$ cat config.mk
export PLATFORM = sky130hd
export DESIGN_NAME = cebl_div_cell
export DESIGN_NICKNAME = d
export VERILOG_FILES = /design/src/hdl/cebl_pkg.sv /design/src/hdl/cebl_div_cell.sv
export SDC_FILE = /design/constraint.sdc
export NUM_CORES = 1
export LEC_CHECK = 0
export ABC_CLOCK_PERIOD_IN_PS = 25600
export BUFFER_PORTS_ARGS = -buffer_cell sky130_fd_sc_hd__buf_2
export CORE_AREA = 2 2 300 302
export DETAILED_ROUTE_END_ITERATION = 8
export DIE_AREA = 0 0 302 304
export GPL_TIMING_DRIVEN = 0
export PLACE_DENSITY = 0.32
export SYNTH_ARGS = -nofsm -noshare
export SYNTH_HDL_FRONTEND = slang
export SYNTH_SLANG_ARGS = --single-unit
$ cat constraint.sdc
create_clock -name clk -period 25.6 [get_ports clk]
set_input_delay 2.56 -clock clk [delete_from_list [all_inputs] [get_ports clk]]
set_output_delay 2.56 -clock clk [all_outputs]
set_load 0.1 [all_outputs]
$ cat src/hdl/cebl_pkg.sv
package cebl_pkg;

  localparam int CHANNEL_BITS = 16;
  localparam logic [CHANNEL_BITS-1:0] CH_MAX = '1;
  localparam logic [CHANNEL_BITS-1:0] HALF_MAX = CH_MAX >> 1;

  // One long division in flight: partial remainder, divisor, the numerator
  // bits still to be brought down (MSB first) and the quotient built so far.
  typedef struct packed {
    logic [CHANNEL_BITS-1:0] rem;
    logic [CHANNEL_BITS-1:0] den;
    logic [CHANNEL_BITS:0]   nlo;
    logic [CHANNEL_BITS:0]   quo;
    logic                    skip;
  } lane_t;

  typedef struct packed {
    logic                          valid;
    lane_t [2:0]                   lane;
    logic [3:0][CHANNEL_BITS-1:0]  bot;
    logic [3:0][CHANNEL_BITS-1:0]  top;
    logic [CHANNEL_BITS-1:0]       a;
    logic [2*CHANNEL_BITS-1:0]     aux;
    logic                          azero;
  } pipe_t;

  // Division by 2^N - 1 using x = q0 * 2^N + lo = q0 * M + (q0 + lo).
  function automatic logic [CHANNEL_BITS:0] div_by_max(
    input logic [2*CHANNEL_BITS-1:0] x
  );
    logic [CHANNEL_BITS:0] q;
    logic [CHANNEL_BITS:0] r;
    q = {1'b0, x[2*CHANNEL_BITS-1:CHANNEL_BITS]};
    r = {1'b0, x[CHANNEL_BITS-1:0]} + {1'b0, x[2*CHANNEL_BITS-1:CHANNEL_BITS]};
    if (r >= {1'b0, CH_MAX}) begin
      q = q + 1'b1;
      r = r - {1'b0, CH_MAX};
    end
    if (r >= {1'b0, CH_MAX}) begin
      q = q + 1'b1;
    end
    return q;
  endfunction

endpackage

$ cat src/hdl/cebl_div_cell.sv
module cebl_div_cell import cebl_pkg::*; (
  input  logic  clk,
  input  logic  rst,
  input  logic  en,
  input  pipe_t d,
  output pipe_t q
);

  pipe_t nxt;

  // One restoring division step on each of the three lanes.
  always_comb begin
    logic [CHANNEL_BITS:0] t;
    logic                  ge;
    nxt = d;
    for (int c = 0; c < 3; c++) begin
      t  = {d.lane[c].rem, d.lane[c].nlo[CHANNEL_BITS]};
      ge = t >= {1'b0, d.lane[c].den};
      if (ge) begin
        t = t - {1'b0, d.lane[c].den};
      end
      nxt.lane[c].rem = t[CHANNEL_BITS-1:0];
      nxt.lane[c].nlo = {d.lane[c].nlo[CHANNEL_BITS-1:0], 1'b0};
      nxt.lane[c].quo = {d.lane[c].quo[CHANNEL_BITS-1:0], ge};
    end
  end

  always_ff @(posedge clk) begin
    if (rst) begin
      q.valid <= 1'b0;
    end else if (en) begin
      q <= nxt;
    end
  end

endmodule

==> summary.md, run 1 <==
| Metric | Value |
|---|---|
| CTS tree | built |
| Max Freq | 0.210 GHz |
| CTS resizes | 0 |
| DRC | 0 |
| Die footprint | 91800 um^2 |
| Cell Area, Placed | 20100 um^2 |
| Row cnt | 110 |
| Max Clock Skew | 0 ns |
| R2R depth | 2 |
| Drt total wl | 60400 um |
| Commonest cells after routing, fill and taps aside | 756 x buf_2, 375 x edfxtp_1, 62 x inv_1, 48 x ha_1, 48 x clkbuf_16 |
| CP Capture Type | flop |
| Final Max Tran Viols | 0 |
| WL/cell | 21.1 um |
| WHS Path Cells | 2 |
| Worst-Margin Slew | 0.979 ns |
| Routability cong. | 0.783 |
| Clock latency on the worst-skew pair | 0.59 ns |
| Average size of a mapped cell | 17.5 um^2 |
| Final period util | 0.186 |
| Register clock-pin slew on the reported worst setup and hold paths | 0.06 ns |
| Status | finished clean |
| Starting Density | 0.164 |
| Final core occ | 0.243 |
| Critical path data required time | 25.93 ns |
| Die width | 302 um |
| Vias in the first global route | 10800 |
| R2r endpoint | q[378]$_SDFFE_PP0P_ |
| Post-CTS Setup Inserts | 0 |
| Most common cell after layout, fill and taps aside | buf_2 |
| Grt ovf | 0 |
| Primary FF master, synth | edfxtp_1 |
| CTS Sinks | 376 |
| Regs by FF count | q (376) |
| Worst-case register-to-register setup slack | 25.00 ns |
| Drt first pass iters | 5 |
| Syn-to-layout area delta | 48.4% |
| Core area | 89000 um^2 |
| Syn Inst Count | 831 |
| HP Start | q[378]$_SDFFE_PP0P_ |
| Largest register by flop count | q |
| Drt first-iter violations | 406 |
| Yosys reg bits | 376 |
| CTS HTree Levels | 2 |
| Number of vias per cell | 3.66 |
| Vias | 10500 |
| Distinct cells, synth | 67 |
| FFs w/ async S/R, synth | 0 |
| Final hold violations | 0 |
| Post-layout min period | 4.76 ns |
| Setup_tns | 0 ns |
| DP HPWL | 50100 um |
| IO Pins | 761 |
| IO buf count | 754 |
| Post-CTS Hold Fix Bufs | 0 |
| Startpoint Class | input pin |
| Rel. slew slack | 0.346 |
| Worst vdd ir | 0.0000532 V |
| MaxCap Viol Count | 0 |
| RSZ-0062 raised after global routing | no |
| FF-to-FF Start | q[378]$_SDFFE_PP0P_ |
| Nets | 2082 |
| Final ANT Viol Nets | 0 |
| CP Data Arrival Time | 5.08 ns |
| Setup CP Type | in2reg |
| Die extent in y | 304 um |
| WHS Endpoint | q[378]$_SDFFE_PP0P_ |
| Max reg flops | 376 |
| Pwr/cell area | 88.7 nW/um^2 |
| Hold/Removal Path Class | reg2reg |
| YS warnings | 0 |
| Initial antenna violation count | 26 |
| EDFF count, synth | 375 |
| CTS Buffer Depth | 3 |
| Root buffer cell | clkbuf_16 |
| Crit Path Max Fanout | 10 |
| Lkg Pwr | 0.00907 uW |
| Overall Global Routing Usage | 0.126 |
| Final instance area | 21600 um^2 |
| CTS buffer count | 48 |
| First-pass GRT wire length | 81900 um |
| Count of final setup violators | 0 |
| Share of layout cells above drive strength 1 | 0.529 |
| Largest net degree at the start of global routing | 37 |
| Sequential area share after synthesis | 0.775 |
| Mapped Area | 14600 um^2 |
==> cell usage after synthesis (5+ instances only) <==
cell        n  share of area
a211oi_1    5         0.0026
ha_1       48          0.041
mux2_4     13          0.013
xnor2_1    15         0.0090
o31a_1      5         0.0030
o21ai_0    33          0.011
mux2_2     15          0.012
a21o_1     18         0.0093
a21oi_1    29          0.010
inv_1      62          0.016
nor2_1     34         0.0088
nand2b_1   11         0.0047
nand4_1     7         0.0030
a31oi_1     8         0.0034
nor2b_1     5         0.0021
o21a_1     13         0.0067
xor2_1     14         0.0084
nand3_1     8         0.0027
mux2i_1     7         0.0048
edfxtp_1  375           0.77
o21ai_1     5         0.0017
nand2_1    28         0.0072
==> report_power, final <==
group | total, uW | internal, uW | switching (uW) | leakage (uW)
logic | 508 | 93.1 | 415 | 0.00479
registers | 740 | 731 | 9.82 | 0.00353
clock network | 667 | 392 | 275 | 0.000750
==> worst max-delay path by stage <==
| stage | from | end | slack [ns] | depth (start not counted) |
|---|---|---|---|---|
| after floorplan | rst | q[0]$_DFFE_PP_ | 5.31 | 1 |
| after global placement | rst | q[228]$_DFFE_PP_ | -3.75 | 2 |
| after detailed placement | d[281] | q[308]$_DFFE_PP_ | 20.11 | 11 |
| after CTS | d[281] | q[308]$_DFFE_PP_ | 20.78 | 11 |
| after global routing | d[281] | q[308]$_DFFE_PP_ | 20.63 | 11 |
| final | d[289] | q[308]$_DFFE_PP_ | 20.84 | 11 |
==> critical path, cell delays in order <==
cell and delay, ns:
buf_2 0.19, inv_1 0.07, ha_1 0.37, a21o_1 0.24, a21o_1 0.18, a21o_1 0.19, nor3_2 0.19, o21ai_2 0.10
o32ai_4 0.32, buf_6 0.29, mux2_4 0.35
==> final cells by class <==
cell class,instances,area (um^2)
fill,9476,67400
inverter,62,233
tap,1176,1470
antenna,5,12.5
multi-input combinational,383,2990
sequential,376,11300
clock buffer,58,1270
clock inverter,28,262
buffer,12,77.6
timing repair buffer,766,4010
==> through the flow <==
stage	total power [uW]	instances	setup WS (ns)	hold slack [ns]
6_report	1920	2866	20.84	0.530
5_1_grt	1990	2863	20.63	0.557
4_1_cts	1960	2861	20.78	0.537
3_5_place_dp	1270	2775	20.11	0.521
3_3_place_gp	1290	2763	-3.75	0.488
2_1_floorplan	1170	833	5.31	0.971
==> cells by family (layout without fill, tap and decap cells) <==
kind of cell             count (synthesis)  after routing  share of synthesized area
AO/OA/AOI/OAI                          143            143                     0.0673
XOR/XNOR                                29             29                     0.0174
adder cells (fa/ha/maj)                 51             51                     0.0454
buffers and inverters                   74            926                     0.0213
flip-flops                             376            376                      0.775
multiplexers                            35             35                     0.0298
other                                    1              8                   0.000258
AND/OR/NAND/NOR                        122            122                     0.0439
==> metal layers <==
layer  track usage  vias up  wire length [um]
li1              -     4838                 -
met1         0.137     5139             22800
met2         0.228      413             31100
met3        0.0475       84              5400
met4        0.0298       10              1120
met5             0        -                74
No activity file was read; power rests on OpenSTA's default activity.
==> inputs of run 2 (changes only) <==
--- a/config.mk
+++ b/config.mk
@@ -5,13 +5,14 @@
 export SDC_FILE = /design/constraint.sdc
 export NUM_CORES = 1
 export LEC_CHECK = 0
-export ABC_CLOCK_PERIOD_IN_PS = 25600
+export ABC_AREA = 1
+export ABC_CLOCK_PERIOD_IN_PS = 4400
 export BUFFER_PORTS_ARGS = -buffer_cell sky130_fd_sc_hd__buf_2
 export CORE_AREA = 2 2 300 302
 export DETAILED_ROUTE_END_ITERATION = 8
 export DIE_AREA = 0 0 302 304
 export GPL_TIMING_DRIVEN = 0
-export PLACE_DENSITY = 0.32
+export PLACE_DENSITY = 0.33
 export SYNTH_ARGS = -nofsm -noshare
 export SYNTH_HDL_FRONTEND = slang
 export SYNTH_SLANG_ARGS = --single-unit
==> constraint.sdc (replaced) <==
create_clock -name clk -period 4.4 [get_ports clk]
set_input_delay 0.44 -clock clk [delete_from_list [all_inputs] [get_ports clk]]
set_output_delay 0.44 -clock clk [all_outputs]
set_load 0.1 [all_outputs]
==> summary.md, run 2 <==
| Metric | Value |
|---|---|
| Status | finished clean |
| Finished Layout Cells | 3550 (+24%) |
| YS warnings | 0 (unchanged) |
| Die footprint | 91800 um^2 (unchanged) |
| Post-route setup slack | 1.85 ns (-18.99 ns) |
| Share of layout cells above drive strength 1 | 0.371 (-0.158) |
| Lkg Pwr | 0.0116 uW (+28%) |
| Row cnt | 110 (unchanged) |
| Drt first-iter violations | 547 (+35%) |
| Max Clock Skew | 0 ns (unchanged) |
| Drt total wl | 60300 um (-0.15%) |
| RSZ-0062 raised after global routing | no |
| Initial antenna violation count | 18 (-31%) |
| Starting Density | 0.173 (+0.00940) |
| Synth top cells by count | 375 x edfxtp_1, 375 x nand2_1, 190 x inv_1 |
| R2r endpoint | q[378]$_SDFFE_PP0P_ |
| Setup CP Type | in2reg |
| FFs w/ async S/R, synth | 0 (unchanged) |
| Rel. slew slack | 0.599 (+0.253) |
| Drt first pass iters | 4 (-1) |
| Vias in the first global route | 13500 (+24%) |
| DP Cell Count | 3160 (+14%) |
| Root buffer cell | clkbuf_16 |
| Primary FF master, synth | edfxtp_1 |
| Worst slack, placed | 1.66 ns (-18.45 ns) |
| HP Start | d[14] |
| Average size of a mapped cell | 12.7 um^2 (-28%) |
| Largest register by flop count | q |
| Vias | 12800 (+22%) |
| Startpoint Class | input pin |
| Clock latency on the worst-skew pair | 0.59 ns (about the same) |
| Hold/Removal Path Class | in2reg |
| Worst-Margin Slew | 0.606 ns (-0.373 ns) |
| EDFF count, synth | 375 (unchanged) |
| CTS Buffer Depth | 3 (unchanged) |
| Distinct cells, synth | 34 (-49%) |
| Final Max Tran Viols | 0 (unchanged) |
| Synth area leaders | edfxtp_1 73%, nand2_1 9.1%, inv_1 4.6% |
| Largest area contributor in the netlist | edfxtp_1 |
| Register clock-pin slew on the reported worst setup and hold paths | 0.06 ns (about the same) |
| First-pass GRT wire length | 86400 um (+5.5%) |
| Register area | 11300 um^2 (unchanged) |
| DP HPWL | 48700 um (-2.8%) |
| Count of final setup violators | 0 (unchanged) |
| Final hold violations | 0 (unchanged) |
| Die extent in y | 304 um (unchanged) |
| Number of vias per cell | 3.60 (-1.5%) |
| Routed wl met2 | 29600 um (-4.8%) |
| Filler cells | 9393 (-0.88%) |
| CP Data Arrival Time | 2.84 ns (-2.24 ns) |
| CTS HTree Levels | 2 (unchanged) |
| Pwr/cell area | 447 nW/um^2 (+400%) |
| Max layer used | met5 |
| Worst-case register-to-register setup slack | 3.83 ns (-21.17 ns) |
| R2R depth | 2 (unchanged) |
| CTS Sinks | 376 (unchanged) |
| Syn Inst Count | 1215 (+46%) |
| Die width | 302 um (unchanged) |
| CTS buffer count | 47 (-2.1%) |
| Post-CTS Setup Inserts | 0 (unchanged) |
| FF-to-FF Start | q[378]$_SDFFE_PP0P_ |
| Largest net degree at the start of global routing | 34 (-8.1%) |
| Multi-input logic area | 3300 um^2 (+11%) |
| Grt ovf | 0 (unchanged) |
| Routability cong. | 0.814 (+4.0%) |
| Overall Global Routing Usage | 0.127 (+0.00134) |
| Yosys reg bits | 376 (unchanged) |
| IO buf count | 754 (unchanged) |
| Nets | 2767 (+33%) |
| Regs by FF count | q (376) |
| Share of the synthesized area in the top cell type | 0.731 (-0.0420) |
| Commonest cells after routing, fill and taps aside | 758 x buf_2, 375 x nand2_1, 375 x edfxtp_1, 301 x dlygate4sd3_1, 189 x inv_1 |
| Max Freq | 0.392 GHz |
| MaxCap Viol Count | 0 (unchanged) |
| CP Capture Type | flop |
| Final period util | 0.579 |
| Max reg flops | 376 (unchanged) |
| WHS Endpoint | q[14]$_DFFE_PP_ |
| Met3 WL | 4920 um (-8.8%) |
| IO Pins | 761 (unchanged) |
| Mapped Area | 15400 um^2 (+5.7%) |
| Metal-1 WL | 24500 um (+7.5%) |
| WHS Path Cells | 1 (-1) |
| Core area | 89000 um^2 (unchanged) |
| Syn-to-layout area delta | 65.5% |
| Critical path data required time | 4.70 ns (-21.23 ns) |
| Crit Path Max Fanout | 32 (+22) |
| CTS tree | built |
| WL/cell | 17.0 um (-19%) |
| DRC | 0 (unchanged) |
| Most common cell after layout, fill and taps aside | buf_2 |
| Final ANT Viol Nets | 0 (unchanged) |
| Post-layout min period | 2.55 ns |
| Sequential area share after synthesis | 0.733 (-0.0421) |
| Worst vdd ir | 0.000301 V (+470%) |
==> run 2: cell types whose count changed after synthesis, sizes merged, moves of 6 or more <==
| cell | delta |
|---|---|
| a21o | -18 |
| a31oi | -8 |
| inv | +132 |
| mux2 | -28 |
| mux2i | -7 |
| nand2 | +358 |
| nand2b | -11 |
| nand3 | +64 |
| nand3b | +10 |
| nor2b | -6 |
| o21a | -12 |
| o21ai | -38 |
| xnor2 | -11 |
==> run 2: logic make-up (layout without fill, tap and decap cells) <==
logic type,Yosys count,in the layout,synth area share
xor gates and xnor gates,18,18,0.0102
AOI/OAI and AO/OA,33,33,0.0118
buffers and inverters,206,1358,0.0540
adders and majority gates,51,51,0.0429
DFF,376,376,0.733
and+or+nand+nor,530,530,0.148
other,1,8,0.000244
==> run 2: worst max path at each step <==
stage,start,end,cells past startpoint
final,rst,q[314]$_DFFE_PP_,8
after global routing,rst,q[277]$_DFFE_PP_,8
after CTS,rst,q[314]$_DFFE_PP_,8
after detailed placement,en,q[277]$_DFFE_PP_,8
after global placement,en,q[314]$_DFFE_PP_,3
after floorplan,en,q[0]$_DFFE_PP_,2
==> run 2: where the power goes <==
| part | internal (uW) | total, uW | switching (uW) | leakage, uW |
|---|---|---|---|---|
| Combinational | 675 | 3190 | 2520 | 0.00731 |
| Sequential | 4250 | 4310 | 63.9 | 0.00352 |
| Clock | 2330 | 3890 | 1560 | 0.000747 |
| Total | 7250 | 11400 | 4150 | 0.0116 |
==> run 2: final cells by class <==
| cell class | instances | share of cell area |
|---|---|---|
| timing repair buffer | 1068 | 0.276 |
| clock inverter | 23 | 0.0120 |
| antenna | 5 | 0.000491 |
| clock buffer | 61 | 0.0482 |
| inverter | 194 | 0.0291 |
| sequential | 376 | 0.443 |
| buffer | 12 | 0.00407 |
| multi-input combinational | 635 | 0.130 |
| tap | 1176 | 0.0577 |
==> run 2: repair_timing <==
item | CTS | global route
hold buffers | 301 | 0
endpoints found under the hold margin | 301 | 0
gates resized for setup | 0 | 0
==> run 2: routing by layer <==
layer / GRT usage / up-vias
li1: - / 6322
met1: 0.148 / 5906
met4: 0.0325 / 12
met3: 0.0433 / 79
met5: 0 / -
met2: 0.222 / 469
==> run 2: per-stage QoR <==
stage / total power (uW) / setup TNS, ns / cell area (um^2) / util / hold WS, ns
after floorplan: 6720 / -753.49 / 15400 / - / 0.509
after global placement: 7400 / -1876.98 / 20700 / 0.232 / 0.443
after detailed placement: 7380 / 0 / 20900 / 0.235 / 0.451
after CTS: 11600 / 0 / 25500 / 0.286 / 0.000856
after global routing: 11900 / 0 / 25500 / 0.286 / 0.00852
final: 11400 / 0 / 25500 / 0.286 / 0.0600
==> run 2: critical path: stages <==
cell           delay [ns]
dlygate4sd3_1        0.54
buf_2                0.15
nor2_4               0.45
buf_12               0.27
buf_12               0.24
buf_12               0.24
buf_12               0.22
buf_12               0.20
==> inputs of run 3 (changes only) <==
--- a/config.mk
+++ b/config.mk
@@ -6,7 +6,7 @@
 export NUM_CORES = 1
 export LEC_CHECK = 0
 export ABC_AREA = 1
-export ABC_CLOCK_PERIOD_IN_PS = 4400
+export ABC_CLOCK_PERIOD_IN_PS = 2500
 export BUFFER_PORTS_ARGS = -buffer_cell sky130_fd_sc_hd__buf_2
 export CORE_AREA = 2 2 300 302
 export DETAILED_ROUTE_END_ITERATION = 8
==> constraint.sdc (replaced) <==
create_clock -name clk -period 2.5 [get_ports clk]
set_input_delay 0.25 -clock clk [delete_from_list [all_inputs] [get_ports clk]]
set_output_delay 0.25 -clock clk [all_outputs]
set_load 0.1 [all_outputs]
==> summary.md, run 3 (synthesis gave the netlist of run 2 again) <==
| Metric | Value |
|---|---|
| R2R depth | 3 (+1) |
| Status | finished clean |
| Max Freq | 0.423 GHz |
| Nets | 2835 (+2.5%) |
| Filler cells | 9374 (-0.20%) |
| Die extent in y | 304 um (unchanged) |
| WL/cell | 16.7 um (-1.5%) |
| CTS resizes | 0 (unchanged) |
| Post-route setup slack | 0.137 ns (-1.71 ns) |
| CTS Sinks | 376 (unchanged) |
| Crit Path Max Fanout | 32 (unchanged) |
| Row cnt | 110 (unchanged) |
| Vias in the first global route | 13800 (+2.4%) |
| Startpoint Class | input pin |
| WHS Path Cells | 3 (+2) |
| Lkg Pwr | 0.0119 uW (+2.5%) |
| Post-CTS Setup Inserts | 0 (unchanged) |
| CP Data Arrival Time | 2.66 ns (-0.18 ns) |
| Syn-to-layout area delta | 69.9% |
| Cell Area, Placed | 20900 um^2 (unchanged) |
| Drt first pass iters | 5 (+1) |
| Die width | 302 um (unchanged) |
| CTS Buffer Depth | 3 (unchanged) |
| RSZ-0062 raised after global routing | no |
| Regs by FF count | q (376) |
| Number of vias per cell | 3.60 (-0.17%) |
| Worst hold margin | 0.0683 ns (+0.00831 ns) |
| Critical path data required time | 2.79 ns (-1.91 ns) |
| Post-layout min period | 2.36 ns |
| Count of final setup violators | 0 (unchanged) |
| Routability cong. | 0.814 (unchanged) |
| Worst-Margin Slew | 0.608 ns (+0.00201 ns) |
| Setup CP Type | in2reg |
| IO buf count | 754 (unchanged) |
| Drt total wl | 60500 um (+0.25%) |
| MaxCap Viol Count | 0 (unchanged) |
| IO Pins | 761 (unchanged) |
| DP HPWL | 48700 um (unchanged) |
| CTS buffer count | 47 (unchanged) |
| Overall Global Routing Usage | 0.128 (+0.000633) |
| Pwr/cell area | 770 nW/um^2 (+72%) |
| Final hold violations | 0 (unchanged) |
| CTS tree | built |
| Initial antenna violation count | 11 (-7) |
| Vias | 13000 (+1.6%) |
| Clock latency on the worst-skew pair | 0.59 ns (about the same) |
| Worst vdd ir | 0.000511 V (+70%) |
| Register clock-pin slew on the reported worst setup and hold paths | 0.05 ns (about the same) |
| DRC | 0 (unchanged) |
| Hold/Removal Path Class | in2reg |
| Largest net degree at the start of global routing | 34 (unchanged) |
| CP Capture Type | flop |
| Die footprint | 91800 um^2 (unchanged) |
| Largest register by flop count | q |
| Final instance area | 26200 um^2 (+2.6%) |
| Core area | 89000 um^2 (unchanged) |
| First-pass GRT wire length | 87400 um (+1.1%) |
| Final core occ | 0.294 (+0.00753) |
| Max reg flops | 376 (unchanged) |
| Worst slack, placed | -0.0462 ns (-1.71 ns) |
| Most common cell after layout, fill and taps aside | buf_2 |
| Root buffer cell | clkbuf_16 |
| Final Max Tran Viols | 0 (unchanged) |
| Grt ovf | 0 (unchanged) |
| Share of layout cells above drive strength 1 | 0.361 (-0.0104) |
| Commonest cells after routing, fill and taps aside | 758 x buf_2, 375 x nand2_1, 375 x edfxtp_1, 369 x dlygate4sd3_1, 189 x inv_1 |
| Final period util | 0.945 |
| Starting Density | 0.173 (unchanged) |
| Rel. slew slack | 0.598 (-0.00133) |
| Final ANT Viol Nets | 0 (unchanged) |
| Max Clock Skew | 0 ns (unchanged) |
| Worst-case register-to-register setup slack | 1.37 ns (-2.46 ns) |
| CTS HTree Levels | 2 (unchanged) |
| Drt first-iter violations | 497 (-9.1%) |
| Total power | 20100 uW (+77%) |
==> run 3: cell count changes in the layout (fill, tap and decap cells not counted) <==
cell,delta
diode_2,-4
dlygate4sd3_1,+68
==> run 3: path summary, 6_finish.rpt <==
kind                          to                start
max             q[314]$_DFFE_PP_                  rst
min             q[297]$_DFFE_PP_               d[296]
max reg2reg  q[378]$_SDFFE_PP0P_  q[378]$_SDFFE_PP0P_
min reg2reg  q[378]$_SDFFE_PP0P_  q[378]$_SDFFE_PP0P_
==> run 3: area by class of cell <==
class	count	area [um^2]	area share
tap	1176	1470	0.0562
sequential	376	11300	0.431
clock inverter	23	307	0.0117
multi-input combinational	635	3300	0.126
antenna	1	2.50	0.0000956
clock buffer	61	1230	0.0470
buffer	12	104	0.00397
inverter	194	741	0.0283
timing repair buffer	1136	7730	0.295
==> run 3: metrics by stage <==
stage	std cells	TNS (ns)
2_1_floorplan	1217	-1394.74
3_3_place_gp	3147	-2518.23
3_5_place_dp	3160	-2.05
4_1_cts	3613	0
5_1_grt	3613	0
6_report	3614	0
==> run 3: critical path, stage by stage <==
cell and delay, ns:
dlygate4sd3_1 0.54, buf_2 0.15, nor2_4 0.45, buf_12 0.27
buf_12 0.24, buf_12 0.24, buf_12 0.22, buf_12 0.21
==> run 3: per-layer routing <==
metal	share of wire	track usage	wire length, um
met1	0.41	0.151	24900
met2	0.49	0.223	29600
met3	0.077	0.0396	4680
met4	0.020	0.0320	1230
met5	0.00068	0	41
==> run 3: repair_timing <==
action / in CTS / in global routing
hold endpoints to repair: 368 / 0
hold buffers: 369 / 0
setup endpoints to repair: 0 / 0
==> run 3: power breakdown <==
| group | switching [uW] | leakage, uW | internal [uW] |
|---|---|---|---|
| registers | 113 | 0.00352 | 7470 |
| logic | 4450 | 0.00760 | 1260 |
| clock network | 2750 | 0.000747 | 4100 |
